**src/tlvd_pkg.sv**
```systemverilog
// Shared types and constants for the TLV channel demux with HID report queue.
// Used by tlv_channel_demux_hid_queue_core, tlvd_checker and testbench; no dependencies.
`timescale 1ns / 1ps
`default_nettype none

package tlvd_pkg;

    localparam int HID_DEPTH_DEF  = 81;
    localparam int PIPE_DEPTH_DEF = 256;

    localparam int CFG_DATA_W = 16;
    localparam int CFG_IDX_W  = 2;

    localparam logic [CFG_IDX_W-1:0] REG_HID_CODE      = 2'd0;
    localparam logic [CFG_IDX_W-1:0] REG_PIPE_CODE     = 2'd1;
    localparam logic [CFG_IDX_W-1:0] REG_JIGGLE_ENABLE = 2'd2;
    localparam logic [CFG_IDX_W-1:0] REG_JIGGLE_PERIOD = 2'd3;

    localparam logic [7:0]  HID_CODE_RST      = 8'd1;
    localparam logic [7:0]  PIPE_CODE_RST     = 8'd2;
    localparam logic [15:0] JIGGLE_PERIOD_RST = 16'd5000;

    localparam logic [7:0] LEN_MOUSE    = 8'd2;
    localparam logic [7:0] LEN_KEYBOARD = 8'd7;
    localparam logic [7:0] LEN_WIDE     = 8'd4;
    localparam logic [7:0] REPORT_LEN   = 8'd7;

    localparam logic [7:0] RPT_TYPE_1   = 8'd1;
    localparam logic [7:0] RPT_TYPE_2   = 8'd2;
    localparam logic [7:0] JIGGLE_PLUS  = 8'h01;
    localparam logic [7:0] JIGGLE_MINUS = 8'hFF;

    localparam int REPORT_BYTES = 8;
    localparam int REPORT_W     = 8 * REPORT_BYTES;

    typedef enum logic [1:0] {
        KIND_BYTE      = 2'd0,
        KIND_TICK      = 2'd1,
        KIND_PULL_HID  = 2'd2,
        KIND_PULL_PIPE = 2'd3
    } kind_t;

    typedef struct packed {
        kind_t      kind;
        logic [7:0] rx_byte;
        logic       rx_idle;
    } item_t;

    typedef struct packed {
        logic       accepted;
        logic [7:0] rpt_type;
        logic [7:0] report_byte_0;
        logic [7:0] report_byte_1;
        logic [7:0] report_byte_2;
        logic [7:0] report_byte_3;
        logic [7:0] report_byte_4;
        logic [7:0] report_byte_5;
        logic [7:0] report_byte_6;
        logic [7:0] pipe_out_byte;
        logic       pipe_out_valid;
        logic       send_resume;
    } result_t;

endpackage

`default_nettype wire

```
**src/tlvd_ram.sv**
```systemverilog
// Generic single-port-write, single-port-read RAM with registered read data.
// No dependencies.
`timescale 1ns / 1ps
`default_nettype none

module tlvd_ram #(
    parameter int WIDTH = 8,
    parameter int DEPTH = 256
) (
    input  wire logic                     clk,
    input  wire logic                     wr_en,
    input  wire logic [$clog2(DEPTH)-1:0] wr_addr,
    input  wire logic [WIDTH-1:0]         wr_data,
    input  wire logic                     rd_en,
    input  wire logic [$clog2(DEPTH)-1:0] rd_addr,
    output logic      [WIDTH-1:0]         rd_data
);

    logic [WIDTH-1:0] mem [DEPTH];

    always_ff @(posedge clk)
    begin
        if (wr_en)
        begin
            mem[wr_addr] <= wr_data;
        end
        if (rd_en)
        begin
            rd_data <= mem[rd_addr];
        end
    end

endmodule

`default_nettype wire

```
**src/tlv_channel_demux_hid_queue_core.sv**
```systemverilog
// Top level: TLV frame parser, HID report ring, pipe ring, tick handling.
// Depends on tlvd_pkg and tlvd_ram.
//
//   port group   | dir | beat contents
//   item_*       | in  | item_t: kind, rx_byte, rx_idle
//   result_*     | out | result_t: one result per item
//   cfg_*        | in  | register write, index and data, no handshake
//
// Simple items (channel/length/data byte, tick, empty pull) go from S_IDLE to S_DONE.
// A final HID data byte passes through S_PUSH for its pad bytes (up to 7); a jiggle
// pushes its 8 report bytes there. An HID pull makes 8 reads through the one HID ring
// read port in S_HID_RD. A pipe pull reads the ring in S_PIPE_RD. Reset clears control state
// only; ring contents are not cleared. A stalled result blocks the next
// item from finishing but not from being accepted.
`timescale 1ns / 1ps
`default_nettype none

module tlv_channel_demux_hid_queue_core #(
    parameter int HID_DEPTH  = tlvd_pkg::HID_DEPTH_DEF,
    parameter int PIPE_DEPTH = tlvd_pkg::PIPE_DEPTH_DEF
) (
    input  wire logic                           clk,
    input  wire logic                           rst_n,
    input  wire logic                           item_valid,
    output logic                                item_ready,
    input  wire tlvd_pkg::item_t                item,
    output logic                                result_valid,
    input  wire logic                           result_ready,
    output tlvd_pkg::result_t                   result,
    input  wire logic                           cfg_we,
    input  wire logic [tlvd_pkg::CFG_IDX_W-1:0] cfg_index,
    input  wire logic [tlvd_pkg::CFG_DATA_W-1:0] cfg_data
);

    import tlvd_pkg::*;

    localparam int HID_AW  = $clog2(HID_DEPTH);
    localparam int HID_FW  = $clog2(HID_DEPTH + 1);
    localparam int PIPE_AW = $clog2(PIPE_DEPTH);
    localparam int PIPE_FW = $clog2(PIPE_DEPTH + 1);

    typedef enum logic [2:0] {
        S_IDLE,
        S_PUSH,
        S_HID_RD,
        S_PIPE_RD,
        S_DONE
    } state_t;

    typedef enum logic [1:0] {
        PH_CHAN   = 2'd0,
        PH_LENGTH = 2'd1,
        PH_DATA   = 2'd2
    } phase_t;

    // configuration
    logic [7:0]  hid_code_reg;
    logic [7:0]  pipe_code_reg;
    logic        jiggle_en_reg;
    logic [15:0] jiggle_period_reg;

    always_ff @(posedge clk or negedge rst_n)
    begin
        if (!rst_n)
        begin
            hid_code_reg      <= HID_CODE_RST;
            pipe_code_reg     <= PIPE_CODE_RST;
            jiggle_en_reg     <= 1'b1;
            jiggle_period_reg <= JIGGLE_PERIOD_RST;
        end
        else if (cfg_we)
        begin
            unique case (cfg_index)
                REG_HID_CODE:      hid_code_reg      <= cfg_data[7:0];
                REG_PIPE_CODE:     pipe_code_reg     <= cfg_data[7:0];
                REG_JIGGLE_ENABLE: jiggle_en_reg     <= cfg_data[0];
                REG_JIGGLE_PERIOD: jiggle_period_reg <= cfg_data[15:0];
            endcase
        end
    end

    // state registers
    state_t              state_reg, state_next;
    phase_t              phase_reg, phase_next;
    logic [7:0]          chan_reg, chan_next;
    logic [7:0]          length_reg, length_next;
    logic [7:0]          seen_reg, seen_next;
    logic                resume_pend_reg, resume_pend_next;
    logic [15:0]         jiggle_left_reg, jiggle_left_next;
    logic                jiggle_neg_reg, jiggle_neg_next;
    logic [HID_AW-1:0]   hid_rd_ptr_reg, hid_rd_ptr_next;
    logic [HID_AW-1:0]   hid_wr_ptr_reg, hid_wr_ptr_next;
    logic [HID_FW-1:0]   hid_fill_reg, hid_fill_next;
    logic [PIPE_AW-1:0]  pipe_rd_ptr_reg, pipe_rd_ptr_next;
    logic [PIPE_AW-1:0]  pipe_wr_ptr_reg, pipe_wr_ptr_next;
    logic [PIPE_FW-1:0]  pipe_fill_reg, pipe_fill_next;
    logic [3:0]          push_left_reg, push_left_next;
    logic [2:0]          push_idx_reg, push_idx_next;
    logic                push_jig_reg, push_jig_next;
    logic [2:0]          rd_cnt_reg, rd_cnt_next;
    logic                acc_reg, acc_next;
    logic                resume_reg, resume_next;
    logic [REPORT_W-1:0] report_reg, report_next;
    logic [7:0]          pipe_byte_reg, pipe_byte_next;
    logic                pipe_valid_reg, pipe_valid_next;
    logic                result_valid_reg, result_valid_next;
    result_t             result_reg, result_next;

    // memory ports
    logic               hid_we, hid_re;
    logic [7:0]         hid_wd, hid_rd_data;
    logic               pipe_we, pipe_re;
    logic [7:0]         pipe_rd_data;
    logic               hid_push;
    logic [7:0]         hid_push_data;

    logic               hid_full, pipe_full, is_hid, is_pipe;
    logic [7:0]         seen_inc;
    logic [15:0]        left_dec;
    logic [HID_AW-1:0]  hid_rd_ptr_inc, hid_wr_ptr_inc;
    logic [PIPE_AW-1:0] pipe_rd_ptr_inc, pipe_wr_ptr_inc;

    assign hid_full  = (hid_fill_reg == HID_FW'(HID_DEPTH));
    assign pipe_full = (pipe_fill_reg == PIPE_FW'(PIPE_DEPTH));
    assign is_hid    = (chan_reg == hid_code_reg);
    assign is_pipe   = !is_hid && (chan_reg == pipe_code_reg);
    assign seen_inc  = seen_reg + 8'd1;
    assign left_dec  = jiggle_left_reg - 16'd1;

    assign hid_rd_ptr_inc  = (hid_rd_ptr_reg == HID_AW'(HID_DEPTH - 1)) ? '0
                                                                         : hid_rd_ptr_reg + 1'b1;
    assign hid_wr_ptr_inc  = (hid_wr_ptr_reg == HID_AW'(HID_DEPTH - 1)) ? '0
                                                                         : hid_wr_ptr_reg + 1'b1;
    assign pipe_rd_ptr_inc = (pipe_rd_ptr_reg == PIPE_AW'(PIPE_DEPTH - 1)) ? '0
                                                                            : pipe_rd_ptr_reg + 1'b1;
    assign pipe_wr_ptr_inc = (pipe_wr_ptr_reg == PIPE_AW'(PIPE_DEPTH - 1)) ? '0
                                                                            : pipe_wr_ptr_reg + 1'b1;

    assign item_ready   = (state_reg == S_IDLE);
    assign result_valid = result_valid_reg;
    assign result       = result_reg;

    always_comb
    begin
        state_next        = state_reg;
        phase_next        = phase_reg;
        chan_next         = chan_reg;
        length_next       = length_reg;
        seen_next         = seen_reg;
        resume_pend_next  = resume_pend_reg;
        jiggle_left_next  = jiggle_left_reg;
        jiggle_neg_next   = jiggle_neg_reg;
        hid_rd_ptr_next   = hid_rd_ptr_reg;
        hid_wr_ptr_next   = hid_wr_ptr_reg;
        hid_fill_next     = hid_fill_reg;
        pipe_rd_ptr_next  = pipe_rd_ptr_reg;
        pipe_wr_ptr_next  = pipe_wr_ptr_reg;
        pipe_fill_next    = pipe_fill_reg;
        push_left_next    = push_left_reg;
        push_idx_next     = push_idx_reg;
        push_jig_next     = push_jig_reg;
        rd_cnt_next       = rd_cnt_reg;
        acc_next          = acc_reg;
        resume_next       = resume_reg;
        report_next       = report_reg;
        pipe_byte_next    = pipe_byte_reg;
        pipe_valid_next   = pipe_valid_reg;
        result_valid_next = result_valid_reg && !result_ready;
        result_next       = result_reg;
        hid_re            = 1'b0;
        pipe_re           = 1'b0;
        pipe_we           = 1'b0;
        hid_push          = 1'b0;
        hid_push_data     = '0;

        unique case (state_reg)
            S_IDLE:
            begin
                if (item_valid)
                begin
                    state_next      = S_DONE;
                    acc_next        = 1'b1;
                    resume_next     = 1'b0;
                    report_next     = '0;
                    pipe_byte_next  = '0;
                    pipe_valid_next = 1'b0;
                    unique case (item.kind)
                        KIND_BYTE:
                        begin
                            unique case (phase_reg)
                                PH_LENGTH:
                                begin
                                    length_next = item.rx_byte;
                                    seen_next   = '0;
                                    phase_next  = PH_DATA;
                                    if (is_hid)
                                    begin
                                        if (item.rx_byte == LEN_MOUSE ||
                                            item.rx_byte == LEN_KEYBOARD)
                                        begin
                                            hid_push      = 1'b1;
                                            hid_push_data = RPT_TYPE_1;
                                        end
                                        else if (item.rx_byte == LEN_WIDE)
                                        begin
                                            hid_push      = 1'b1;
                                            hid_push_data = RPT_TYPE_2;
                                        end
                                    end
                                end
                                PH_DATA:
                                begin
                                    if ((is_hid && hid_full) || (is_pipe && pipe_full))
                                    begin
                                        acc_next = 1'b0;
                                    end
                                    else
                                    begin
                                        if (is_hid)
                                        begin
                                            hid_push      = 1'b1;
                                            hid_push_data = item.rx_byte;
                                        end
                                        if (is_pipe)
                                        begin
                                            pipe_we          = 1'b1;
                                            pipe_wr_ptr_next = pipe_wr_ptr_inc;
                                            pipe_fill_next   = pipe_fill_reg + 1'b1;
                                        end
                                        seen_next = seen_inc;
                                        if (seen_inc == length_reg)
                                        begin
                                            phase_next       = PH_CHAN;
                                            resume_pend_next = 1'b1;
                                            if (is_hid && length_reg < REPORT_LEN)
                                            begin
                                                push_left_next = 4'(REPORT_LEN - length_reg);
                                                push_idx_next  = '0;
                                                push_jig_next  = 1'b0;
                                                state_next     = S_PUSH;
                                            end
                                        end
                                    end
                                end
                                default:
                                begin
                                    chan_next  = item.rx_byte;
                                    phase_next = PH_LENGTH;
                                end
                            endcase
                        end
                        KIND_TICK:
                        begin
                            if (resume_pend_reg && item.rx_idle)
                            begin
                                resume_next      = 1'b1;
                                resume_pend_next = 1'b0;
                            end
                            if (jiggle_en_reg)
                            begin
                                jiggle_left_next = left_dec;
                                if (left_dec == '0)
                                begin
                                    jiggle_left_next = jiggle_period_reg;
                                    if (hid_fill_reg < HID_FW'(HID_DEPTH - 7))
                                    begin
                                        push_left_next = 4'(REPORT_BYTES);
                                        push_idx_next  = '0;
                                        push_jig_next  = 1'b1;
                                        state_next     = S_PUSH;
                                    end
                                end
                            end
                        end
                        KIND_PULL_HID:
                        begin
                            if (hid_fill_reg >= HID_FW'(REPORT_BYTES))
                            begin
                                hid_re          = 1'b1;
                                hid_rd_ptr_next = hid_rd_ptr_inc;
                                rd_cnt_next     = '0;
                                state_next      = S_HID_RD;
                            end
                        end
                        KIND_PULL_PIPE:
                        begin
                            if (pipe_fill_reg != '0)
                            begin
                                pipe_re          = 1'b1;
                                pipe_rd_ptr_next = pipe_rd_ptr_inc;
                                pipe_fill_next   = pipe_fill_reg - 1'b1;
                                state_next       = S_PIPE_RD;
                            end
                        end
                    endcase
                end
            end
            S_PUSH:
            begin
                hid_push = 1'b1;
                if (push_jig_reg)
                begin
                    if (push_idx_reg == 3'd0)
                    begin
                        hid_push_data = RPT_TYPE_2;
                    end
                    else if (push_idx_reg == 3'd2)
                    begin
                        hid_push_data = jiggle_neg_reg ? JIGGLE_MINUS : JIGGLE_PLUS;
                    end
                end
                push_idx_next  = push_idx_reg + 1'b1;
                push_left_next = push_left_reg - 1'b1;
                if (push_left_reg == 4'd1)
                begin
                    state_next = S_DONE;
                    if (push_jig_reg)
                    begin
                        jiggle_neg_next = !jiggle_neg_reg;
                    end
                end
            end
            S_HID_RD:
            begin
                report_next = {report_reg[REPORT_W-9:0], hid_rd_data};
                if (rd_cnt_reg == 3'(REPORT_BYTES - 1))
                begin
                    hid_fill_next = hid_fill_reg - HID_FW'(REPORT_BYTES);
                    state_next    = S_DONE;
                end
                else
                begin
                    hid_re          = 1'b1;
                    hid_rd_ptr_next = hid_rd_ptr_inc;
                    rd_cnt_next     = rd_cnt_reg + 1'b1;
                end
            end
            S_PIPE_RD:
            begin
                pipe_byte_next  = pipe_rd_data;
                pipe_valid_next = 1'b1;
                state_next      = S_DONE;
            end
            S_DONE:
            begin
                if (!result_valid_reg || result_ready)
                begin
                    result_valid_next          = 1'b1;
                    result_next.accepted       = acc_reg;
                    result_next.rpt_type       = report_reg[63:56];
                    result_next.report_byte_0  = report_reg[55:48];
                    result_next.report_byte_1  = report_reg[47:40];
                    result_next.report_byte_2  = report_reg[39:32];
                    result_next.report_byte_3  = report_reg[31:24];
                    result_next.report_byte_4  = report_reg[23:16];
                    result_next.report_byte_5  = report_reg[15:8];
                    result_next.report_byte_6  = report_reg[7:0];
                    result_next.pipe_out_byte  = pipe_byte_reg;
                    result_next.pipe_out_valid = pipe_valid_reg;
                    result_next.send_resume    = resume_reg;
                    state_next                 = S_IDLE;
                end
            end
            default:
            begin
                state_next = S_IDLE;
            end
        endcase

        // drop the byte when the HID ring is full
        hid_we = hid_push && !hid_full;
        hid_wd = hid_push_data;
        if (hid_we)
        begin
            hid_wr_ptr_next = hid_wr_ptr_inc;
            hid_fill_next   = hid_fill_reg + 1'b1;
        end
    end

    always_ff @(posedge clk or negedge rst_n)
    begin
        if (!rst_n)
        begin
            state_reg        <= S_IDLE;
            phase_reg        <= PH_CHAN;
            chan_reg         <= '0;
            length_reg       <= '0;
            seen_reg         <= '0;
            resume_pend_reg  <= 1'b0;
            jiggle_left_reg  <= JIGGLE_PERIOD_RST;
            jiggle_neg_reg   <= 1'b0;
            hid_rd_ptr_reg   <= '0;
            hid_wr_ptr_reg   <= '0;
            hid_fill_reg     <= '0;
            pipe_rd_ptr_reg  <= '0;
            pipe_wr_ptr_reg  <= '0;
            pipe_fill_reg    <= '0;
            push_left_reg    <= '0;
            push_idx_reg     <= '0;
            push_jig_reg     <= 1'b0;
            rd_cnt_reg       <= '0;
            acc_reg          <= 1'b0;
            resume_reg       <= 1'b0;
            report_reg       <= '0;
            pipe_byte_reg    <= '0;
            pipe_valid_reg   <= 1'b0;
            result_valid_reg <= 1'b0;
            result_reg       <= '0;
        end
        else
        begin
            state_reg        <= state_next;
            phase_reg        <= phase_next;
            chan_reg         <= chan_next;
            length_reg       <= length_next;
            seen_reg         <= seen_next;
            resume_pend_reg  <= resume_pend_next;
            jiggle_left_reg  <= jiggle_left_next;
            jiggle_neg_reg   <= jiggle_neg_next;
            hid_rd_ptr_reg   <= hid_rd_ptr_next;
            hid_wr_ptr_reg   <= hid_wr_ptr_next;
            hid_fill_reg     <= hid_fill_next;
            pipe_rd_ptr_reg  <= pipe_rd_ptr_next;
            pipe_wr_ptr_reg  <= pipe_wr_ptr_next;
            pipe_fill_reg    <= pipe_fill_next;
            push_left_reg    <= push_left_next;
            push_idx_reg     <= push_idx_next;
            push_jig_reg     <= push_jig_next;
            rd_cnt_reg       <= rd_cnt_next;
            acc_reg          <= acc_next;
            resume_reg       <= resume_next;
            report_reg       <= report_next;
            pipe_byte_reg    <= pipe_byte_next;
            pipe_valid_reg   <= pipe_valid_next;
            result_valid_reg <= result_valid_next;
            result_reg       <= result_next;
        end
    end

    tlvd_ram #(
        .WIDTH (8),
        .DEPTH (HID_DEPTH)
    ) u_hid_ram (
        .clk     (clk),
        .wr_en   (hid_we),
        .wr_addr (hid_wr_ptr_reg),
        .wr_data (hid_wd),
        .rd_en   (hid_re),
        .rd_addr (hid_rd_ptr_reg),
        .rd_data (hid_rd_data)
    );

    tlvd_ram #(
        .WIDTH (8),
        .DEPTH (PIPE_DEPTH)
    ) u_pipe_ram (
        .clk     (clk),
        .wr_en   (pipe_we),
        .wr_addr (pipe_wr_ptr_reg),
        .wr_data (item.rx_byte),
        .rd_en   (pipe_re),
        .rd_addr (pipe_rd_ptr_reg),
        .rd_data (pipe_rd_data)
    );

    a_hid_fill_bound: assert property (@(posedge clk) disable iff (!rst_n)
        hid_fill_reg <= HID_FW'(HID_DEPTH))
        else $error("HID ring fill beyond depth");

    a_pipe_fill_bound: assert property (@(posedge clk) disable iff (!rst_n)
        pipe_fill_reg <= PIPE_FW'(PIPE_DEPTH))
        else $error("pipe ring fill beyond depth");

    a_jiggle_room: assert property (@(posedge clk) disable iff (!rst_n)
        (state_reg == S_PUSH && push_jig_reg) |-> !hid_full)
        else $error("jiggle report started without room");

    a_report_pop: assert property (@(posedge clk) disable iff (!rst_n)
        (state_reg == S_HID_RD && rd_cnt_reg == 3'(REPORT_BYTES - 1))
        |=> hid_fill_reg == $past(hid_fill_reg) - HID_FW'(REPORT_BYTES))
        else $error("HID report pop did not release eight entries");

endmodule

`default_nettype wire

```
**config.mk**
```make
export PLATFORM = sky130hd
export DESIGN_NAME = tlv_channel_demux_hid_queue_core
export DESIGN_NICKNAME = d
export VERILOG_FILES = /design/src/tlvd_pkg.sv /design/src/tlvd_ram.sv /design/src/tlv_channel_demux_hid_queue_core.sv
export SDC_FILE = /design/constraint.sdc
export NUM_CORES = 2
export LEC_CHECK = 0
export BUFFER_PORTS_ARGS = -buffer_cell sky130_fd_sc_hd__buf_2
export CAP_MARGIN = 20
export CORE_UTILIZATION = 50
export DETAILED_ROUTE_END_ITERATION = 8
export PLACE_DENSITY = 0.65
export SKIP_CTS_REPAIR_TIMING = 1
export SYNTH_ARGS = -nofsm -noshare
export SYNTH_HDL_FRONTEND = slang
export SYNTH_SLANG_ARGS = --single-unit
```
**constraint.sdc**
```tcl
create_clock -name clk -period 7 [get_ports clk]
set_input_delay 0.7 -clock clk [delete_from_list [all_inputs] [get_ports clk]]
set_output_delay 0.7 -clock clk [all_outputs]
set_load 0.1 [all_outputs]
```
==> metrics.md <==
| Metric | Value |
|---|---|
| Yosys Warn Count | `0` |
| End of the worst hold path | `jiggle_period_reg[10]$_DFFE_PN0P_` |
| H-tree Lvls | `5` |
| Clock Tree Buf Depth | `4` |
| Vias in the first global route | `59,584` |
| RSZ-0062 raised after global routing | `no` |
| Number of buffers created by CTS | `314` |
| Routed Antenna Nets | `0` |
| Status | `finished, final reports clean` |
| Max FFs per register | `2,048` |
| Gpl congestion | `0.886` |
| Fin crit share | `0.788` |
| Starting density of the core | `0.504` |
| Transition time of the tightest slew-check pin | `1.31 ns` |
| Max_slew headroom | `0.122` |
| DRT Wirelength | `between 200 and 300 mm` |
| Non-filler cells, final | `9,467` |
| Min Tclk post-route | `between 5 and 6 ns` |
| CP top delay family | `simple AND/OR/NAND/NOR gates` |
| I/O pins | `111` |
| Crit Path Class | `reg2reg` |
| PortBufs | `110` |
| Setup TNS | `0 ns` |
| Clk_lat worst skew | `0.96 ns` |
| Placed instance count | `~8,900` |
| Finish-stage setup viols | `0` |
| R2r startpoint | `state_reg[1]$_DFFE_PN0P_` |
| Worst-path fanout max | `81` |
| Clock skew | `0.0640 ns` |
| R2r setup slk | `1.49 ns` |
| Largest vdd supply drop | `around 0.00033 V` |
| Cell Area, Synth | `117,000 um^2` |
| Post-DP HPWL | `172 mm` |
| Lkg Pwr | `about 43 nW` |
| EDFF count, synth | `2,712` |
| Maxcap violations | `0` |
| HP Start | `cfg_data[10]` |
| Pin count of the biggest net entering global routing | `around 210` |
| Worst path max stage delay | `approximately 1 ns` |
| Critical path's slowest cell | `or4b_4` |
| CP Capture Type | `flop` |
| Height of the die | `slightly below 500 um` |
| Buf/Inv on CP | `2` |
| Sequential-to-total area share from yosys stat | `0.756` |
| Share of cells above drive strength 1 | `0.250` |
| Max frequency | `0.181 GHz` |
| Fill cell count | `between 15,000 and 20,000` |
| Worst R2R End | `u_pipe_ram.mem[213][3]$_DFFE_PP_` |
| Routed via count | `between 50,000 and 60,000` |
| Post-synthesis cell type count | `75` |
| Initial antenna violation count | `8` |
| Detail-routed via count per cell | `6.25` |
| GR Util All Layers | `0.243` |
| Worst path cell trace | `or4b_4 > nor2_1 > nand4_1 > inv_1 > nand3_1 > buf_4 > nor2_1` |
| Fin nets | `6,170` |
| First-pass GRT wire length | `417 mm` |
| GR Overflow Total | `0` |
| Main synth FF type | `edfxtp_1` |
| Syn nets | `5,965` |
| Clk sink count | `3,000` |
| Mean Syn Cell Area | `slightly below 20 um^2` |
| CP Launch Type | `flop` |
| HP Class | `in2reg` |
| Area Overhead vs Synth | `12.3%` |
| Chip Width | `approximately 490 um` |
| Power per cell area | `365 nW/um^2` |
| Die area | `237,000 um^2` |
| Wire per inst | `30.1 um` |
| Async set-reset flop share out of synthesis | `0.0960` |
| DRC viols | `0` |
| Mapped Cells | `5,897` |
| Core Region | `233,000 um^2` |
| CTS tree | `done` |
| Flip-flop and latch count after synthesis | `3,000` |
| Final Hold Fails | `0` |
| TritonRoute pass-1 iters | `5` |
| Pins Over Slew Limit | `0` |
| WHS Path Cells | `2` |
| CTS clk-pin slew, worst paths | `0.06 ns` |
| Critical path's most frequent cell | `nor2_1` |
| # rows | `177` |
| CTS root buf | `clkbuf_16` |
| Arrival time worst endpoint | `6.05 ns` |
| Worst path required time | `7.54 ns` |
| First DRT Iteration DRCs | `7,239` |
| Reg2reg path depth | `7` |
[layout by cell type, fill, tap and decap left out, types with 51 or more instances in the layout]
master,instances
a21oi_1,97
a22oi_1,141
buf_2,103
buf_4,92
clkbuf_16,319
clkinv_1,61
clkinv_2,57
dfrtp_1,268
edfxtp_1,2712
mux2_2,144
mux4_2,709
nand2_1,260
nand3_1,148
nor2_1,398
o21ai_0,51
[metrics by stage]
stage	hold WS [ns]	cell area, um^2	utilization	power (W)	setup slack [ns]
CTS	-0.346	132000	0.565	0.0484	1.56
global placement	0.419	122000	0.522	0.0320	1.30
floorplan	0.404	117000	-	0.0288	1.20
finish	0.0359	132000	0.566	0.0481	1.49
global route	-0.000422	132000	0.566	0.0497	1.40
detailed placement	0.424	122000	0.522	0.0321	1.32
[cells in the mapped netlist, types with 13 or more instances]
library cell,number,area (um^2)
nor4_1,14,87.6
mux4_2,709,16000
xor2_1,25,219
a221oi_1,47,412
inv_1,32,120
a21o_1,21,158
mux2i_1,26,260
o22ai_1,37,231
ha_1,33,413
nor2b_1,27,169
nor3_1,50,250
a21oi_1,97,485
nand2_1,264,991
a22o_1,48,420
xnor2_1,34,298
buf_1,47,176
edfxtp_1,2712,81400
dfrtp_1,275,6880
o21ai_0,52,260
nor2_1,399,1500
nand3_1,150,751
dfstp_2,13,342
mux2_2,144,1620
buf_2,75,375
nand4_1,22,138
or3_1,15,93.8
clkbuf_1,205,769
a22oi_1,141,1060
[kinds of logic after synthesis]
logic type / Yosys count / share of synthesized area
buffers and inverters: 372 / 0.0130
AND/OR/NAND/NOR: 1010 / 0.0383
AO/OA/AOI/OAI: 543 / 0.0329
XOR/XNOR: 59 / 0.00440
flip-flops: 3000 / 0.756
multiplexers: 879 / 0.152
adder cells (fa/ha/maj): 34 / 0.00369
[where the power goes]
part	internal [W]	switching [W]	leakage, nW
logic	0.00466	0.00636	9.44
clock network	0.00976	0.00667	4.92
registers	0.0200	0.000696	28.2
total	0.0344	0.0137	42.6
[how the worst max path moves through the flow]
stage	from	end	slack [ns]	cells past startpoint
after floorplan	item_valid	u_hid_ram.mem[0][0]$_DFFE_PP_	1.20	6
after global placement	item_valid	u_pipe_ram.mem[149][7]$_DFFE_PP_	1.30	8
after detailed placement	item_valid	u_pipe_ram.mem[149][1]$_DFFE_PP_	1.32	8
after CTS	state_reg[1]$_DFFE_PN0P_	u_pipe_ram.mem[213][0]$_DFFE_PP_	1.56	7
after global routing	state_reg[1]$_DFFE_PN0P_	u_pipe_ram.mem[213][1]$_DFFE_PP_	1.40	7
final	state_reg[1]$_DFFE_PN0P_	u_pipe_ram.mem[213][3]$_DFFE_PP_	1.49	7
[per-layer routing]
layer / share of wire / vias up / track usage
met5: 0.00015 / - / 0
met4: 0.029 / 6 / 0.0720
met3: 0.092 / 430 / 0.0572
met2: 0.47 / 2907 / 0.371
met1: 0.41 / 31279 / 0.350
li1: - / 24561 / -
[layout make-up]
type | instances | area [um^2] | area share
clock inverters | 175 | 1820 | 0.0138
flip-flops and latches | 3000 | 88700 | 0.673
inverters | 35 | 131 | 0.000997
multi-input cells | 2525 | 27200 | 0.207
clock buffers | 370 | 8220 | 0.0624
well taps | 3132 | 3920 | 0.0297
repair buffers | 226 | 1770 | 0.0134
diodes | 4 | 10.0 | 0.0000759
Note: power is estimated with default switching activity, not from simulation.
